[src/caesar_vigenere_decrypt_top_macros.svh]
// ----------------------------------------------------------------------------
// Assertion macros for the Caesar/Vigenere decryptor
// Each macro samples on clk and is disabled during rst.
// ----------------------------------------------------------------------------
`ifndef CAESAR_VIGENERE_DECRYPT_TOP_MACROS_SVH
`define CAESAR_VIGENERE_DECRYPT_TOP_MACROS_SVH

// Check that cons holds in the same cycle as ante.
`define CVD_ASSERT_SAME(lbl, ante, cons, msg) \
  lbl: assert property (@(posedge clk) disable iff (rst) (ante) |-> (cons)) \
    else $error(msg);

// Check that cons holds in the cycle after ante.
`define CVD_ASSERT_NEXT(lbl, ante, cons, msg) \
  lbl: assert property (@(posedge clk) disable iff (rst) (ante) |=> (cons)) \
    else $error(msg);

`endif

[src/cvd_pkg.sv]
// ----------------------------------------------------------------------------
// cvd_pkg
// Shared widths, register indexes, types and helper functions of the
// Caesar/Vigenere decryptor.
// ----------------------------------------------------------------------------
`default_nettype none

package cvd_pkg;

  localparam int KEY_MAX_DEFAULT = 12;

  localparam int CHAR_W       = 8;
  localparam int CAESAR_KEY_W = 16;
  localparam int KEY_LEN_W    = 4;
  localparam int LETTER_W     = 5;
  localparam int DIGIT_W      = 4;
  localparam int CFG_DATA_W   = 60;
  localparam int CFG_IDX_W    = 2;

  localparam int DIGIT_SPAN  = 10;
  localparam int LETTER_SPAN = 26;

  localparam logic [CHAR_W-1:0] CHAR_0       = 8'd48;
  localparam logic [CHAR_W-1:0] CHAR_9       = 8'd57;
  localparam logic [CHAR_W-1:0] CHAR_UPPER_A = 8'd65;
  localparam logic [CHAR_W-1:0] CHAR_UPPER_Z = 8'd90;
  localparam logic [CHAR_W-1:0] CHAR_LOWER_A = 8'd97;
  localparam logic [CHAR_W-1:0] CHAR_LOWER_Z = 8'd122;

  // Configuration register indexes
  localparam logic [CFG_IDX_W-1:0] CFG_MODE        = 2'd0;
  localparam logic [CFG_IDX_W-1:0] CFG_CAESAR_KEY  = 2'd1;
  localparam logic [CFG_IDX_W-1:0] CFG_KEY_LENGTH  = 2'd2;
  localparam logic [CFG_IDX_W-1:0] CFG_KEY_LETTERS = 2'd3;

  typedef enum logic {
    MODE_CAESAR   = 1'b0,
    MODE_VIGENERE = 1'b1
  } cvd_mode_e;

  typedef struct packed {
    logic [DIGIT_W-1:0]  dshift;
    logic [LETTER_W-1:0] lshift;
  } cvd_shift_t;

  typedef struct packed {
    cvd_mode_e            mode;
    cvd_shift_t           caesar;
    logic [KEY_LEN_W-1:0] key_len;
  } cvd_cfg_t;

  // x mod 10 through a reciprocal multiply and one correction step
  function automatic logic [DIGIT_W-1:0] mod10_u16(input logic [CAESAR_KEY_W-1:0] x);
    logic [31:0] prod;
    logic [12:0] q;
    logic [16:0] r;
    prod = 32'(x) * 32'd52428;
    q    = prod[31:19];
    r    = 17'(x) - 17'(q) * 17'(DIGIT_SPAN);
    if (r >= 17'(DIGIT_SPAN)) begin
      r = r - 17'(DIGIT_SPAN);
    end
    return r[DIGIT_W-1:0];
  endfunction

  // x mod 26 through a reciprocal multiply and one correction step
  function automatic logic [LETTER_W-1:0] mod26_u16(input logic [CAESAR_KEY_W-1:0] x);
    logic [32:0] prod;
    logic [11:0] q;
    logic [16:0] r;
    prod = 33'(x) * 33'd80659;
    q    = prod[32:21];
    r    = 17'(x) - 17'(q) * 17'(LETTER_SPAN);
    if (r >= 17'(LETTER_SPAN)) begin
      r = r - 17'(LETTER_SPAN);
    end
    return r[LETTER_W-1:0];
  endfunction

  // Wrap a key letter index into 0..25 and derive its digit shift
  function automatic cvd_shift_t letter_shift(input logic [LETTER_W-1:0] k5);
    logic [LETTER_W-1:0] k;
    logic [LETTER_W-1:0] d;
    cvd_shift_t          s;
    k = (k5 >= 5'(LETTER_SPAN)) ? k5 - 5'(LETTER_SPAN) : k5;
    if (k >= 5'(2 * DIGIT_SPAN)) begin
      d = k - 5'(2 * DIGIT_SPAN);
    end else if (k >= 5'(DIGIT_SPAN)) begin
      d = k - 5'(DIGIT_SPAN);
    end else begin
      d = k;
    end
    s.lshift = k;
    s.dshift = d[DIGIT_W-1:0];
    return s;
  endfunction

  function automatic logic is_digit(input logic [CHAR_W-1:0] c);
    return c inside {[CHAR_0:CHAR_9]};
  endfunction

  function automatic logic is_upper(input logic [CHAR_W-1:0] c);
    return c inside {[CHAR_UPPER_A:CHAR_UPPER_Z]};
  endfunction

  function automatic logic is_lower(input logic [CHAR_W-1:0] c);
    return c inside {[CHAR_LOWER_A:CHAR_LOWER_Z]};
  endfunction

  function automatic logic is_alnum(input logic [CHAR_W-1:0] c);
    return is_digit(c) || is_upper(c) || is_lower(c);
  endfunction

endpackage

`default_nettype wire

[src/cvd_stream_if.sv]
// ----------------------------------------------------------------------------
// cvd_in_if / cvd_out_if
// Valid/ready character channels into and out of the decryptor.
// ----------------------------------------------------------------------------
`default_nettype none

interface cvd_in_if;
  import cvd_pkg::*;

  logic              valid;
  logic              ready;
  logic [CHAR_W-1:0] in_char;
  logic              in_last;

  modport source (output valid, output in_char, output in_last, input ready);
  modport sink   (input valid, input in_char, input in_last, output ready);
endinterface

interface cvd_out_if;
  import cvd_pkg::*;

  logic              valid;
  logic              ready;
  logic [CHAR_W-1:0] out_char;
  logic              out_last;

  modport source (output valid, output out_char, output out_last, input ready);
  modport sink   (input valid, input out_char, input out_last, output ready);
endinterface

`default_nettype wire

[src/cvd_cfg_regs.sv]
// ----------------------------------------------------------------------------
// cvd_cfg_regs
// Configuration registers. Shift amounts are reduced on write so the
// datapath only selects them.
// ----------------------------------------------------------------------------
`default_nettype none

module cvd_cfg_regs #(
  parameter int KEY_MAX = cvd_pkg::KEY_MAX_DEFAULT
) (
  input  logic                             clk,
  input  logic                             rst,
  input  logic                             cfg_we,
  input  logic [cvd_pkg::CFG_IDX_W-1:0]    cfg_index,
  input  logic [cvd_pkg::CFG_DATA_W-1:0]   cfg_data,
  output cvd_pkg::cvd_cfg_t                cfg,
  output cvd_pkg::cvd_shift_t              key_shift [KEY_MAX]
);
  import cvd_pkg::*;

  logic [KEY_LEN_W-1:0] len_wr;

  // clamp the written length into 1..KEY_MAX
  always_comb begin
    len_wr = cfg_data[KEY_LEN_W-1:0];
    if (len_wr == '0) begin
      len_wr = KEY_LEN_W'(1);
    end else if (len_wr > KEY_LEN_W'(KEY_MAX)) begin
      len_wr = KEY_LEN_W'(KEY_MAX);
    end
  end

  always_ff @(posedge clk) begin
    if (rst) begin
      cfg.mode    <= MODE_CAESAR;
      cfg.caesar  <= '0;
      cfg.key_len <= KEY_LEN_W'(1);
      for (int j = 0; j < KEY_MAX; j++) begin
        key_shift[j] <= '0;
      end
    end else if (cfg_we) begin
      case (cfg_index)
        CFG_MODE: begin
          cfg.mode <= cvd_mode_e'(cfg_data[0]);
        end
        CFG_CAESAR_KEY: begin
          cfg.caesar.dshift <= mod10_u16(cfg_data[CAESAR_KEY_W-1:0]);
          cfg.caesar.lshift <= mod26_u16(cfg_data[CAESAR_KEY_W-1:0]);
        end
        CFG_KEY_LENGTH: begin
          cfg.key_len <= len_wr;
        end
        CFG_KEY_LETTERS: begin
          for (int j = 0; j < KEY_MAX; j++) begin
            key_shift[j] <= letter_shift(cfg_data[LETTER_W*j +: LETTER_W]);
          end
        end
        default: begin
        end
      endcase
    end
  end

endmodule

`default_nettype wire

[src/cvd_key_sched.sv]
// ----------------------------------------------------------------------------
// cvd_key_sched
// Key position counter and selection of the shift pair for the next
// accepted character.
// ----------------------------------------------------------------------------
`default_nettype none

module cvd_key_sched #(
  parameter int KEY_MAX = cvd_pkg::KEY_MAX_DEFAULT
) (
  input  logic                clk,
  input  logic                rst,
  input  logic                advance,
  input  logic                last,
  input  cvd_pkg::cvd_cfg_t   cfg,
  input  cvd_pkg::cvd_shift_t key_shift [KEY_MAX],
  output cvd_pkg::cvd_shift_t shift
);
  import cvd_pkg::*;

  localparam int POS_W = (KEY_MAX > 1) ? $clog2(KEY_MAX) : 1;

  logic [POS_W-1:0]     pos;
  logic [POS_W-1:0]     pos_next;
  logic [POS_W-1:0]     pos_use;
  logic [KEY_LEN_W-1:0] pos_inc;

  always_comb begin
    // fall back to slot zero if the length was lowered to or below the position
    pos_use = (KEY_LEN_W'(pos) >= cfg.key_len) ? '0 : pos;
    shift   = (cfg.mode == MODE_VIGENERE) ? key_shift[pos_use] : cfg.caesar;
    pos_inc = KEY_LEN_W'(pos_use) + KEY_LEN_W'(1);
    if (last || pos_inc >= cfg.key_len) begin
      pos_next = '0;
    end else begin
      pos_next = pos_inc[POS_W-1:0];
    end
  end

  always_ff @(posedge clk) begin
    if (rst) begin
      pos <= '0;
    end else if (advance) begin
      pos <= pos_next;
    end
  end

endmodule

`default_nettype wire

[src/cvd_char_decode.sv]
// ----------------------------------------------------------------------------
// cvd_char_decode
// Shift one character back within its class (digit, upper, lower); all
// other codes pass unchanged.
// ----------------------------------------------------------------------------
`default_nettype none

module cvd_char_decode (
  input  logic [cvd_pkg::CHAR_W-1:0] cipher,
  input  cvd_pkg::cvd_shift_t        shift,
  output logic [cvd_pkg::CHAR_W-1:0] plain
);
  import cvd_pkg::*;

  function automatic logic [CHAR_W-1:0] shift_back(
    input logic [CHAR_W-1:0]   c,
    input logic [CHAR_W-1:0]   base,
    input logic [LETTER_W-1:0] span,
    input logic [LETTER_W-1:0] amt
  );
    logic [LETTER_W-1:0] off;
    logic [LETTER_W:0]   adj;
    off = LETTER_W'(c - base);
    if (off < amt) begin
      adj = (LETTER_W+1)'(off) + (LETTER_W+1)'(span) - (LETTER_W+1)'(amt);
    end else begin
      adj = (LETTER_W+1)'(off) - (LETTER_W+1)'(amt);
    end
    return base + CHAR_W'(adj);
  endfunction

  always_comb begin
    if (is_digit(cipher)) begin
      plain = shift_back(cipher, CHAR_0, LETTER_W'(DIGIT_SPAN), LETTER_W'(shift.dshift));
    end else if (is_upper(cipher)) begin
      plain = shift_back(cipher, CHAR_UPPER_A, LETTER_W'(LETTER_SPAN), shift.lshift);
    end else if (is_lower(cipher)) begin
      plain = shift_back(cipher, CHAR_LOWER_A, LETTER_W'(LETTER_SPAN), shift.lshift);
    end else begin
      plain = cipher;
    end
  end

endmodule

`default_nettype wire

[src/caesar_vigenere_decrypt_top.sv]
// ----------------------------------------------------------------------------
// caesar_vigenere_decrypt_top
// Streaming Caesar/Vigenere decryptor. It takes one ciphertext character per
// cycle and returns one plaintext character per cycle while the output side
// is ready; a stalled output holds the flow back. The rate is set by
// the two-register pipeline: an input register that captures the character
// with its shift pair, and a result register behind the class-wise shift
// logic. Either register holds while the other keeps moving, so a stalled
// result stops new characters only once the input register is full too. In
// Caesar mode letters shift back by key mod 26 and digits by key mod 10; in
// Vigenere mode the key letter at the current key position gives the shift.
// The key position steps on every character and returns to the first key
// letter after a character marked last or at the end of the key. Write the
// configuration only while no character is in flight.
// ----------------------------------------------------------------------------
`default_nettype none

`include "caesar_vigenere_decrypt_top_macros.svh"

module caesar_vigenere_decrypt_top #(
  parameter int KEY_MAX = cvd_pkg::KEY_MAX_DEFAULT
) (
  input  logic                           clk,
  input  logic                           rst,
  cvd_in_if.sink                         in,
  cvd_out_if.source                      out,
  input  logic                           cfg_we,
  input  logic [cvd_pkg::CFG_IDX_W-1:0]  cfg_index,
  input  logic [cvd_pkg::CFG_DATA_W-1:0] cfg_data
);
  import cvd_pkg::*;

  // configuration and key schedule
  cvd_cfg_t   cfg;
  cvd_shift_t key_shift [KEY_MAX];
  cvd_shift_t sel_shift;

  // pipeline control
  logic in_ready;
  logic in_take;
  logic s2_free;
  logic s1_move;

  // input register
  logic              s1_valid;
  logic [CHAR_W-1:0] s1_char;
  logic              s1_last;
  cvd_shift_t        s1_shift;

  // result register
  logic              s2_valid;
  logic [CHAR_W-1:0] s2_char;
  logic              s2_last;

  logic [CHAR_W-1:0] plain;

  cvd_cfg_regs #(
    .KEY_MAX (KEY_MAX)
  ) u_cfg_regs (
    .clk       (clk),
    .rst       (rst),
    .cfg_we    (cfg_we),
    .cfg_index (cfg_index),
    .cfg_data  (cfg_data),
    .cfg       (cfg),
    .key_shift (key_shift)
  );

  // Advance the key position on every accepted character; the selected
  // shift pair travels with the character into the input register.
  cvd_key_sched #(
    .KEY_MAX (KEY_MAX)
  ) u_key_sched (
    .clk       (clk),
    .rst       (rst),
    .advance   (in_take),
    .last      (in.in_last),
    .cfg       (cfg),
    .key_shift (key_shift),
    .shift     (sel_shift)
  );

  cvd_char_decode u_char_decode (
    .cipher (s1_char),
    .shift  (s1_shift),
    .plain  (plain)
  );

  // The result register frees up when empty or when its transaction
  // completes; the input register moves whenever the result register can
  // take its content, so a new character is taken in the same cycle.
  assign s2_free  = !s2_valid || out.ready;
  assign s1_move  = s1_valid && s2_free;
  assign in_ready = !s1_valid || s2_free;
  assign in_take  = in.valid && in_ready;

  assign in.ready     = in_ready;
  assign out.valid    = s2_valid;
  assign out.out_char = s2_char;
  assign out.out_last = s2_last;

  always_ff @(posedge clk) begin
    if (rst) begin
      s1_valid <= 1'b0;
      s2_valid <= 1'b0;
    end else begin
      if (in_ready) begin
        s1_valid <= in.valid;
      end
      if (s2_free) begin
        s2_valid <= s1_valid;
      end
    end
  end

  // Payload: load on the move, hold otherwise.
  always_ff @(posedge clk) begin
    if (in_take) begin
      s1_char  <= in.in_char;
      s1_last  <= in.in_last;
      s1_shift <= sel_shift;
    end
    if (s1_move) begin
      s2_char <= plain;
      s2_last <= s1_last;
    end
  end

  // Back-pressure only when both registers are full and the output stalls.
  `CVD_ASSERT_SAME(a_ready_low_only_when_full, !in_ready,
    s1_valid && s2_valid && !out.ready, "input stalled with room in the pipeline")
  // Characters outside the three classes leave unchanged.
  `CVD_ASSERT_NEXT(a_other_passes, s1_move && !is_alnum(s1_char),
    s2_char == $past(s1_char), "non-alphanumeric character altered")
  // Digits stay digits and capitals stay capitals.
  `CVD_ASSERT_NEXT(a_digit_class, s1_move && is_digit(s1_char),
    is_digit(s2_char), "digit left its class")
  `CVD_ASSERT_NEXT(a_upper_class, s1_move && is_upper(s1_char),
    is_upper(s2_char), "capital letter left its class")

endmodule

`default_nettype wire
[src/flat_wrapper.sv]
// flat-port wrapper written by rule: the top's interface ports become plain ports
module caesar_vigenere_decrypt_top_flat import cvd_pkg::*;
#(
  parameter int KEY_MAX = cvd_pkg::KEY_MAX_DEFAULT
)
  (clk, rst, cfg_we, cfg_index, cfg_data, in_valid, in_in_char, in_in_last, in_ready, out_valid, out_out_char, out_out_last, out_ready);
  cvd_in_if in_i ();
  cvd_out_if out_i ();
  input  logic clk;
  input  logic rst;
  input  logic cfg_we;
  input  logic [cvd_pkg::CFG_IDX_W-1:0] cfg_index;
  input  logic [cvd_pkg::CFG_DATA_W-1:0] cfg_data;
  input wire logic [$bits(in_i.valid)-1:0] in_valid;
  input wire logic [$bits(in_i.in_char)-1:0] in_in_char;
  input wire logic [$bits(in_i.in_last)-1:0] in_in_last;
  output wire logic [$bits(in_i.ready)-1:0] in_ready;
  output wire logic [$bits(out_i.valid)-1:0] out_valid;
  output wire logic [$bits(out_i.out_char)-1:0] out_out_char;
  output wire logic [$bits(out_i.out_last)-1:0] out_out_last;
  input wire logic [$bits(out_i.ready)-1:0] out_ready;
  assign in_i.valid = in_valid;
  assign in_i.in_char = in_in_char;
  assign in_i.in_last = in_in_last;
  assign in_ready = in_i.ready;
  assign out_valid = out_i.valid;
  assign out_out_char = out_i.out_char;
  assign out_out_last = out_i.out_last;
  assign out_i.ready = out_ready;
  caesar_vigenere_decrypt_top #(.KEY_MAX(KEY_MAX)) u_core (.clk(clk), .rst(rst), .in(in_i), .out(out_i), .cfg_we(cfg_we), .cfg_index(cfg_index), .cfg_data(cfg_data));
endmodule
[config.mk]
export PLATFORM = sky130hd
export DESIGN_NAME = caesar_vigenere_decrypt_top_flat
export DESIGN_NICKNAME = d
export VERILOG_FILES = /design/src/cvd_pkg.sv /design/src/cvd_stream_if.sv /design/src/cvd_cfg_regs.sv /design/src/cvd_key_sched.sv /design/src/cvd_char_decode.sv /design/src/caesar_vigenere_decrypt_top.sv /design/src/flat_wrapper.sv
export VERILOG_INCLUDE_DIRS = /design/src /design/src/src
export SDC_FILE = /design/constraint.sdc
export NUM_CORES = 1
export LEC_CHECK = 0
export BUFFER_PORTS_ARGS = -buffer_cell sky130_fd_sc_hd__buf_2
export CORE_MARGIN = 2
export CORE_UTILIZATION = 45
export DETAILED_ROUTE_END_ITERATION = 12
export PLACE_DENSITY = 0.64
export SLEW_MARGIN = 0
export SYNTH_ARGS = -nofsm -noshare
export SYNTH_HDL_FRONTEND = slang
export SYNTH_SLANG_ARGS = --single-unit
[constraint.sdc]
create_clock -name clk -period 28.9 [get_ports clk]
set_input_delay 5.78 -clock clk [delete_from_list [all_inputs] [get_ports clk]]
set_output_delay 5.78 -clock clk [all_outputs]
set_load 0.005 [all_outputs]
* After elaboration in Yosys (flattened, before gate mapping) *
Cells that the tools add are included.

operators by class
  eq/ne operators = 3
  bitwise operators = 1
  muxes and demuxes = 58
  $add $sub $neg = 56
  $mul = 4
  order comparisons = 51
  reduce and logical (&&, ||, !) cells = 16

operators by type and width
  operator                  count
  $ge A5 B5 Y1 const B      25
  $mux W4                   29
  $sub A5 B5 Y5 const B     14
  $mux W5                   13
  $ge A5 B4 Y1 const B      12
  $mux W6                   9
  $sub A4 B4 Y4 const B     13
  $sub A4 B3 Y4 const B     12
  $bmux W9 S4               1
  $sub A16 B17 Y17          2
  $mul A16 B17 Y33 const B  1
  $mul A16 B14 Y30 const B  1
  $mux W9                   3
  $mux W8                   3
  $ge A17 B4 Y1 const B     1
  $ge A17 B5 Y1 const B     1
  $add A7 B6 Y8 const A     2
  $ge A8 B7 Y1 const B      2
  $le A8 B7 Y1 const B      2
  $mul A12 B4 Y16 const B   1
  $mul A13 B3 Y16 const B   1
  $add A5 B5 Y6 const B     2
  $sub A5 B5 Y6             2
  $sub A6 B5 Y6             2
  other kinds (21)          35

word-level totals
  logic and storage cells = 226
  input port bits = 76
  register bits = 155
  output and inout port bits = 11

* Longest topological paths before layout *
Gate-level depths: netlist (run 1).

  depth after elaboration = 11
  gate-level depth with buffers = 45
  gate-level depth less buffers = 45

* Cells and area by module *
Synthesis (run 1) repeated with hierarchy kept, for this count alone.

second synthesis, totals
  cell total of the unflattened synthesis = 2,549
  area total of the unflattened synthesis = 21,998.6 sq um

modules (own cells, without submodules)
  module                       cells each  instances  seq. area each (sq um)  area an instance (sq um)
  cvd_cfg_regs                 2,167       1          2,182.1                 18,217.5
  cvd_key_sched                177         1          80.1                    1,591.5
  cvd_char_decode              168         1          0.0                     1,275.0
  caesar_vigenere_decrypt_top  37          1          850.8                   914.6

* Worst setup path after synthesis (run 1) *
No wires, ideal clock.

  kind = input-to-reg
  from = input port cfg_data[2] (netlist name)
  to = register, netlist name u_core.u_cfg_regs.cfg[8]
  cell stages on the path = 44
  setup time = 88 ps
  buffers on the path = 0
  data arrival time = 14,971 ps
  slack = 13,841 ps
  cell sequence = inv_1 ha_1 ha_1 inv_1 fa_1 inv_1 fa_1 inv_1 fa_1 fa_1 inv_1 ha_1 nand4_1 a211oi_1 a211o_1 or3_1 a211o_1 a221oi_1 [... 8 more ...] a21oi_1 o21bai_1 a21oi_1 o21bai_1 a21oi_1 o21ai_0 o41ai_1 xor2_1 ha_1 inv_1 nor2_1 a21oi_1 nor4_1 nand4_1 nor4_1 and4bb_4 o21ai_0 a311oi_2

on the way
  longest elaborated chain between the ends = 5
  elaborated cells between the ends (all ways) = 6

ends and longest elaborated chain
  what                                            line                          RTL
  from (decl)                                     flat_wrapper.sv:13            input logic [cvd_pkg::CFG_DATA_W-1:0] cfg_data;
  $mul A16 B17 Y33                                cvd_pkg.sv:71                 prod = 33'(x) * 33'd80659;
  $mul A12 B4 Y16                                 cvd_pkg.sv:73                 r = 17'(x) - 17'(q) * 17'(LETTER_SPAN);
  $sub A16 B17 Y17 *                              cvd_pkg.sv:73
  $ge A17 B5 Y1 or $sub A5 B5 Y5 (tied branches)  cvd_pkg.sv:74, cvd_pkg.sv:75
  $mux W5 *                                       cvd_pkg.sv:74                 if (r >= 17'(LETTER_SPAN)) begin

Every way passes the cells marked *; elsewhere a longest branch is shown, timed or not.
A chain may end at the register's enable or synchronous reset.

* Final worst setup path (run 1) *
  from = input port cfg_data[2] (netlist name)
  to = register, netlist name u_core.u_cfg_regs.cfg[8]

on the way
  longest elaborated chain between the ends = 5
  elaborated cells between the ends (all ways) = 6

ends and longest elaborated chain
  what                                            line
  $mul A16 B17 Y33                                cvd_pkg.sv:71
  $mul A12 B4 Y16                                 cvd_pkg.sv:73
  $sub A16 B17 Y17 *                              cvd_pkg.sv:73
  $ge A17 B5 Y1 or $sub A5 B5 Y5 (tied branches)  cvd_pkg.sv:74, cvd_pkg.sv:75
  $mux W5 *                                       cvd_pkg.sv:74

Marks and branches as above.

==> results of run 1 <==
-- worst max-delay path, delay by kind of cell --
| family | cells | cell delay (ns) |
|---|---|---|
| adders and majority gates | 11 | 4.35 |
| buffers and inverters | 8 | 0.94 |
| AOI/OAI and AO/OA | 16 | 3.32 |
| xor gates and xnor gates | 2 | 0.42 |
| and+or+nand+nor | 8 | 1.60 |
-- kinds of logic (layout without fill, tap and decap cells) --
kind of cell,after synthesis,after routing,synth area share
simple gates,601,601,0.131
fa+ha+maj,593,593,0.408
compound gates,529,529,0.161
buf+inv,477,545,0.0848
flops,141,141,0.146
xor+xnor,121,121,0.0502
mux,32,32,0.0200
-- state kept, by name, indices dropped and copies added, names as in the netlist --
| signal | count |
|---|---|
| u_core.u_cfg_regs.key_shift | 96 |
| u_core.s1_shift | 8 |
| u_core.out.valid | 1 |
| u_core.out.out_last | 1 |
| u_core.u_key_sched.pos | 4 |
| u_core.u_cfg_regs.cfg | 13 |
| u_core.s1_valid | 1 |
| u_core.s1_char | 8 |
| u_core.out.out_char | 8 |
| u_core.s1_last | 1 |
-- final timing paths --
kind                                to
max           u_core.u_cfg_regs.cfg[8]
min reg2reg        u_core.out.out_last
max reg2reg  u_core.u_key_sched.pos[2]
min                u_core.out.out_last
-- metrics by stage --
stage	hold WS, ns	cell area (µm²)	utilization
after floorplan	0.400	21100	-
after global placement	0.404	22200	0.477
after detailed placement	0.421	22200	0.477
after CTS	0.438	22800	0.490
after global routing	0.459	22800	0.490
final	0.438	22800	0.490
-- layer usage --
layer,wire [µm],global-route usage
met5,0,0
met2,24600,0.367
met1,24900,0.304
met4,741,0.0427
met3,2020,0.0232
-- layout make-up --
type	instances	area (µm²)	area share
clock buffer	23	489	0.0215
clock inverter	9	108	0.00473
inverter	422	1580	0.0696
multi-input combinational	1876	16300	0.715
sequential	141	3080	0.135
tap	607	759	0.0334
timing repair buffer	91	470	0.0207
-- synthesized netlist by cell type (10+ instances only) --
library cell,number
sky130_fd_sc_hd__a211oi_1,43
sky130_fd_sc_hd__a21o_1,39
sky130_fd_sc_hd__a21oi_1,189
sky130_fd_sc_hd__a22oi_1,10
sky130_fd_sc_hd__a311oi_1,16
sky130_fd_sc_hd__a31oi_1,18
sky130_fd_sc_hd__and3_1,16
sky130_fd_sc_hd__clkbuf_1,51
sky130_fd_sc_hd__dfxtp_1,115
sky130_fd_sc_hd__edfxtp_1,26
sky130_fd_sc_hd__fa_1,159
sky130_fd_sc_hd__ha_1,432
sky130_fd_sc_hd__inv_1,420
sky130_fd_sc_hd__mux2i_1,23
sky130_fd_sc_hd__nand2_1,199
sky130_fd_sc_hd__nand2b_1,42
sky130_fd_sc_hd__nand3_1,26
sky130_fd_sc_hd__nand4_1,11
sky130_fd_sc_hd__nor2_1,196
sky130_fd_sc_hd__nor2b_1,18
sky130_fd_sc_hd__nor3_1,33
sky130_fd_sc_hd__o211ai_1,15
sky130_fd_sc_hd__o21a_1,13
sky130_fd_sc_hd__o21ai_0,87
sky130_fd_sc_hd__o21bai_1,14
sky130_fd_sc_hd__o221ai_1,11
sky130_fd_sc_hd__or3_1,17
sky130_fd_sc_hd__xnor2_1,81
sky130_fd_sc_hd__xor2_1,40
==> flow_results.org, run 1 <==
** Critical path
- Register-to-register setup slack :: about 23 ns
- The largest individual stage delay along the critical path comes from the cell sky130_fd_sc_hd__fa_1.
- For this run, the slowest stage of the critical path takes 0.54 ns.
- The startpoint identified for the worst register-to-register timing path is u_core.u_key_sched.pos[2].
- Measured in cells, the most critical reg-to-reg path has a length of 13.
- Element type at the critical path start :: input pin
- The setup path with the least slack is of type input pin to flop.
- The critical path starts at cfg_data[2].
- Arrival time of the worst setup path :: around 16 ns
- CP required :: between 20 and 30 ns
- In this run the worst path has a maximum fanout of 10.
- The worst setup path is captured at a flop.

** Layout
- The repair_antennas step left the layout with diodes totalling 0.
- Share of final-layout standard cells stronger than drive strength 1 :: 0.0593
- Leading cell types in the layout, fill and taps excluded :: 432 x sky130_fd_sc_hd__ha_1, 420 x sky130_fd_sc_hd__inv_1, 199 x sky130_fd_sc_hd__nand2_1
- At the end of the flow, the number of nets in the layout was about 3200.
- After the flow finishes, the layout carries non-filler instances totaling about 3200.
- Most common library cell in the layout ignoring fill and taps :: sky130_fd_sc_hd__ha_1
- The area growth from synthesis to layout is 7.75%.
- Count of filler cells inserted in the layout :: 4440

** Route
- After detailed routing, the number of remaining DRC violations is 0.
- The first routing iteration left just under 1000 violations.
- Detailed-route via count :: around 17000
- Using the TritonRoute via totals, the vias-per-cell ratio works out to ~5.5.
- The first detailed-routing pass took 5 iterations.
- Routed length per instance :: ~16 µm
- Number of nets with antenna violations after detailed routing :: 0
- Wires add up to 52200 µm.

** CTS
- Number of H-tree branching levels :: 4
- Number of buffers added by the clock tree synthesis step :: 17
- Sink count of the clock tree :: between 100 and 150
- Post-CTS repair changed the size of 0 cells.
- Clock-pin slew was measured on the worst setup and hold paths at about 0.060 ns.
- Hold buffer count at CTS :: 0
- CTS placed an instance of sky130_fd_sc_hd__clkbuf_16 at the clock tree root.
- In this run the post-CTS setup repair buffer count came out at 0.
- Buffer depth of the longest clock path :: 2
- Clock latency on the worst-skew pair :: around 0.43 ns
- TritonCTS clock tree :: yes

** Timing
- Minimum clock period :: between 15 and 20 ns
- Final setup slack of the worst path :: 12.81 ns
- Fin. max-slew vios :: 0
- The clock arrives with between 0.008 and 0.009 ns of skew.
- Hold Vio Cnt, Final :: 0
- Setup repair after global routing missed its margin :: false
- Portion of the clock cycle consumed by the worst path in the final layout :: 0.557
- Max Clk Rate :: 62.1 MHz
- # setup viols final :: 0
- Slew HR :: 0.160
- Setup TNS :: 0 ns
- For the pin with the worst max-slew slack, the measured transition is between 1 and 1.5 ns.

** Global route
- Pin count of the biggest net entering global routing :: about 100
- The via count of the first global-routing pass is ~17000.
- Global route overflow :: 0
- Global-route wire length before repair :: between 80000 and 90000 µm
- Aggregate global-route resource usage :: 0.218
- Number of antenna violations at the first check in global routing :: 0

** Logic synthesis
- Average size of a mapped cell :: approximately 8.5 µm²
- Largest area contributor in the netlist :: sky130_fd_sc_hd__ha_1
- Net count of the mapped netlist :: about 3200
- Cells taking the most area after synthesis :: sky130_fd_sc_hd__ha_1 26%, sky130_fd_sc_hd__fa_1 15%, sky130_fd_sc_hd__dfxtp_1 11%
- For this run, the number of Yosys warnings is 0.
- After synthesis, the share of flip-flops with an asynchronous set or reset is 0.
- Count of flip-flops with a built-in enable after synthesis :: 26
- Of the post-synthesis cell area, the dominant cell type holds 0.256.
- Counting flops and latches in the post-synthesis netlist gives 141.
- Of the synthesized area, sequential elements account for 0.146.
- In the synthesized netlist the dominant register cell turns out to be sky130_fd_sc_hd__dfxtp_1.
- In the synthesized netlist, the number of instances is about 2500.
- The number of different library cells used by synthesis comes to 80.
- The synthesized netlist occupies a cell area of around 0.021 mm².

** Floorplanning
- Top-level I/O count :: 87
- The floorplan step defined a die boundary enclosing about 0.049 mm².
- Area of the placeable core :: 0.0465 mm²
- Width of the chip :: approximately 220 µm
- The initial utilization of the core area, before any placement, comes to 0.455.
- Row count :: ~80
- The die is around 220 µm tall.

** Hold path
- In this run the most critical hold path is launched from u_core.s1_last.
- Along the worst hold path, the cell count comes to 0.
- Classification of the worst-slack hold path :: flop to flop

** Place
- Worst slack, placed :: roughly 12 ns
- Detailed placement ended at an HPWL of approximately 42000 µm.
- At the end of routability-driven placement, the weighted congestion stood at just over 0.9.
- Inst Count DP :: about 3100
- Number of port buffers :: 86

** Job
- The tool flagged a number of max-cap violations equal to 0.

** Run status
- Outcome :: finished, final reports clean
Power of run 1 is left out: the tool's default activity adds up to more than one toggle a clock period on the data nets, which glitch-free logic cannot reach.
==> inputs of run 2 (changes only) <==
--- a/config.mk
+++ b/config.mk
@@ -10,7 +10,7 @@
 export CORE_MARGIN = 2
 export CORE_UTILIZATION = 45
 export DETAILED_ROUTE_END_ITERATION = 12
-export PLACE_DENSITY = 0.64
+export PLACE_DENSITY = 0.67
 export SLEW_MARGIN = 0
 export SYNTH_ARGS = -nofsm -noshare
 export SYNTH_HDL_FRONTEND = slang
==> constraint.sdc (replaced) <==
create_clock -name clk -period 13.2 [get_ports clk]
set_input_delay 2.64 -clock clk [delete_from_list [all_inputs] [get_ports clk]]
set_output_delay 2.64 -clock clk [all_outputs]
set_load 0.005 [all_outputs]
==> flow_results.org, run 2 (synthesized netlist as in run 1, its figures left out) <==
** Run status
- Outcome: finished, final reports clean (unchanged).

** Critical path
- CP required :: 13.54 ns (was 29.24 ns)
- Counting stages on the worst path, the most repeated cell is sky130_fd_sc_hd__inv_1.
- The maximum single-stage delay on the critical path is 0.57 ns (was 0.54 ns).
- Element type at the critical path start :: input pin (unchanged)
- The count of cells along the worst register-to-register path came to 13 (unchanged).
- The worst setup slack for register-to-register paths was 7.67 ns (was 23.40 ns).
- Category of the most critical setup path :: input pin to flop (unchanged)
- The cell with the biggest individual delay on the critical path is sky130_fd_sc_hd__a2111oi_0 (was sky130_fd_sc_hd__fa_1).
- Worst path bufs/invs :: 9 (was 8)
- The kind of end point of the critical path was a flop (unchanged).
- Start of the worst register-to-register path :: u_core.u_key_sched.pos[2] (unchanged)
- Family with the most delay on the worst path :: adder cells (unchanged)
- Arrival time of the worst setup path :: 12.85 ns (was 16.43 ns)
- The peak fanout along the critical path was 9 (was 10).
- The reg-to-reg endpoint is u_core.u_key_sched.pos[0] (was u_core.u_key_sched.pos[2]).

** Timing
- For this run, the top clock speed supported by timing is approximately 80 MHz.
- Worst-case hold slack :: 0.417 ns (was 0.438 ns)
- Fin. max-slew vios :: 0 (unchanged)
- Setup TNS :: 0 ns (unchanged)
- Setup repair after global routing missed its margin: false (unchanged).
- Slew at the pin closest to its max-slew limit :: 1.19 ns (was 1.26 ns)
- The post-route clock skew came to 0.00863 ns (was 0.00821 ns).
- The headroom to the max-slew limit came to 0.204 (was 0.160).
- Hold Vio Cnt, Final :: 0 (unchanged)
- After layout, the minimum clock period comes to ~13 ns.
- # setup viols final :: 0 (unchanged)
- Portion of the clock cycle consumed by the worst path in the final layout :: 0.947

** Route
- DRC Markers :: 0 (unchanged)
- The routed wire length came to 53900 µm (was 52200 µm).
- Via density :: 5.49 (was 5.45)
- The average routed wire per standard cell came to 16.9 µm (was 16.5 µm).
- DR iter-0 viols :: 989 (was 987)
- The routed via count is 17500 (was 17300).
- The detailed-routing iteration count for the pre-antenna-repair pass was 7 (was 5).
- The remaining antenna violation count came to 0 (unchanged).

** Floorplanning
- The width of the die was 221 µm (unchanged).
- Area of the die :: 0.0487 mm² (unchanged)
- Area of the placeable core :: 0.0465 mm² (unchanged)
- Vertical die dimension :: 221 µm (unchanged)
- Row count :: 79 (unchanged)
- The effective utilization at floorplan is 0.455 (unchanged).
- The I/O pin count was 87 (unchanged).

** Layout
- Most common library cell in the layout ignoring fill and taps :: sky130_fd_sc_hd__ha_1 (unchanged)
- Design area :: 0.0230 mm² (was 0.0228 mm²)
- Share of final-layout standard cells stronger than drive strength 1 :: 0.0708 (was 0.0593)
- The flip-flop count of the largest register after layout was 96 (unchanged).
- The number of inserted filler cells in the final layout is 4449 (was 4440).
- The net count reported at finish was 3239 (was 3216).
- Leading cell types in the layout, fill and taps excluded: 431 x sky130_fd_sc_hd__ha_1, 419 x sky130_fd_sc_hd__inv_1, 199 x sky130_fd_sc_hd__nand2_1 (was 432 x sky130_fd_sc_hd__ha_1, 420 x sky130_fd_sc_hd__inv_1, 199 x sky130_fd_sc_hd__nand2_1).
- The layout overhead on the synthesized area came to 8.93% (was 7.75%).
- Register name with the most flops :: u_core.u_cfg_regs.key_shift (unchanged)
- Regs by FF count :: u_core.u_cfg_regs.key_shift x96, u_core.u_cfg_regs.cfg x13 (unchanged)

** Global route
- The largest net degree at the start of global routing was 104 (unchanged).
- The total global routing overflow came to 0 (unchanged).
- Number of antenna violations at the first check in global routing :: 1 (was 0)
- The global-route wire length before repair is 87800 µm (was 85500 µm).
- The via count of the first global-routing pass is 17500 (was 17000).
- Aggregate global-route resource usage :: 0.226 (was 0.218)

** Hold path
- The hold-critical path depth is 0 (unchanged).
- Critical hold path startpoint :: u_core.s1_last (unchanged)
- The worst min-delay path endpoint is u_core.out.out_last (unchanged).
- Classification of the worst-slack hold path :: flop to flop (unchanged)

** CTS
- The number of CTS-inserted buffers was 17 (unchanged).
- The total of hold buffers inserted after clock tree synthesis came to 0 (unchanged).
- The clock tree from TritonCTS is yes (unchanged).
- The total number of clock tree sinks came to 141 (unchanged).
- Clock latency on the worst-skew pair :: 0.43 ns (about the same)
- Root Buffer Master :: sky130_fd_sc_hd__clkbuf_16 (unchanged)
- The CTS clock-pin slew for the worst setup and hold paths is 0.06 ns (about the same).
- Number of H-tree branching levels :: 4 (unchanged)
- Buffer depth of the longest clock path :: 2 (unchanged)

** Place
- Last weighted congestion value of the routability-driven placer :: 0.927 (was 0.906)
- Cell area after placement :: 0.0223 mm² (was 0.0222 mm²)
- Number of port buffers :: 86 (unchanged)
- HPWL after detailed placement :: 44200 µm (was 41900 µm)

** Job
- Max-cap violations :: 0 (unchanged)
==> run 2: per-layer routing <==
metal,vias up,share of wire,global-route usage
li1,8593,-,-
met1,8467,0.44,0.289
met2,392,0.49,0.400
met3,83,0.048,0.0324
met4,0,0.022,0.0564
met5,-,0,0
==> run 2: what timing repair did <==
item,CTS,global route
gates resized for setup,0,5
setup buffers,0,0
endpoints found under the setup margin,0,4
==> run 2: area by class of cell <==
| class | count | area (µm²) | share of cell area |
|---|---|---|---|
| clock inverter | 7 | 96.3 | 0.00419 |
| sequential | 141 | 3080 | 0.134 |
| clock buffer | 25 | 549 | 0.0239 |
| inverter | 422 | 1590 | 0.0690 |
| timing repair buffer | 114 | 643 | 0.0280 |
| antenna | 1 | 2.50 | 0.000109 |
| tap | 607 | 759 | 0.0330 |
| multi-input combinational | 1876 | 16300 | 0.708 |
==> run 2: how the worst max path moves through the flow <==
stage	start	to	slack [ns]	depth (start not counted)
after global placement	cfg_data[1]	u_core.u_cfg_regs.cfg[8]	0.41	45
after detailed placement	cfg_data[1]	u_core.u_cfg_regs.cfg[8]	0.12	45
final	cfg_data[5]	u_core.u_cfg_regs.cfg[8]	0.69	42
after CTS	cfg_data[1]	u_core.u_cfg_regs.cfg[8]	0.58	45
after global routing	cfg_data[2]	u_core.u_cfg_regs.cfg[8]	0.03	45
after floorplan	cfg_data[2]	u_core.u_cfg_regs.cfg[8]	1.28	44
==> run 2: through the flow <==
step | std cells | util | setup slack, ns
after floorplan | 2494 | - | 1.28
after global placement | 3160 | 0.481 | 0.414
after detailed placement | 3160 | 0.481 | 0.125
after CTS | 3192 | 0.495 | 0.575
after global routing | 3192 | 0.495 | 0.0328
final | 3193 | 0.495 | 0.694
Power of run 2 is left out for the same reason.
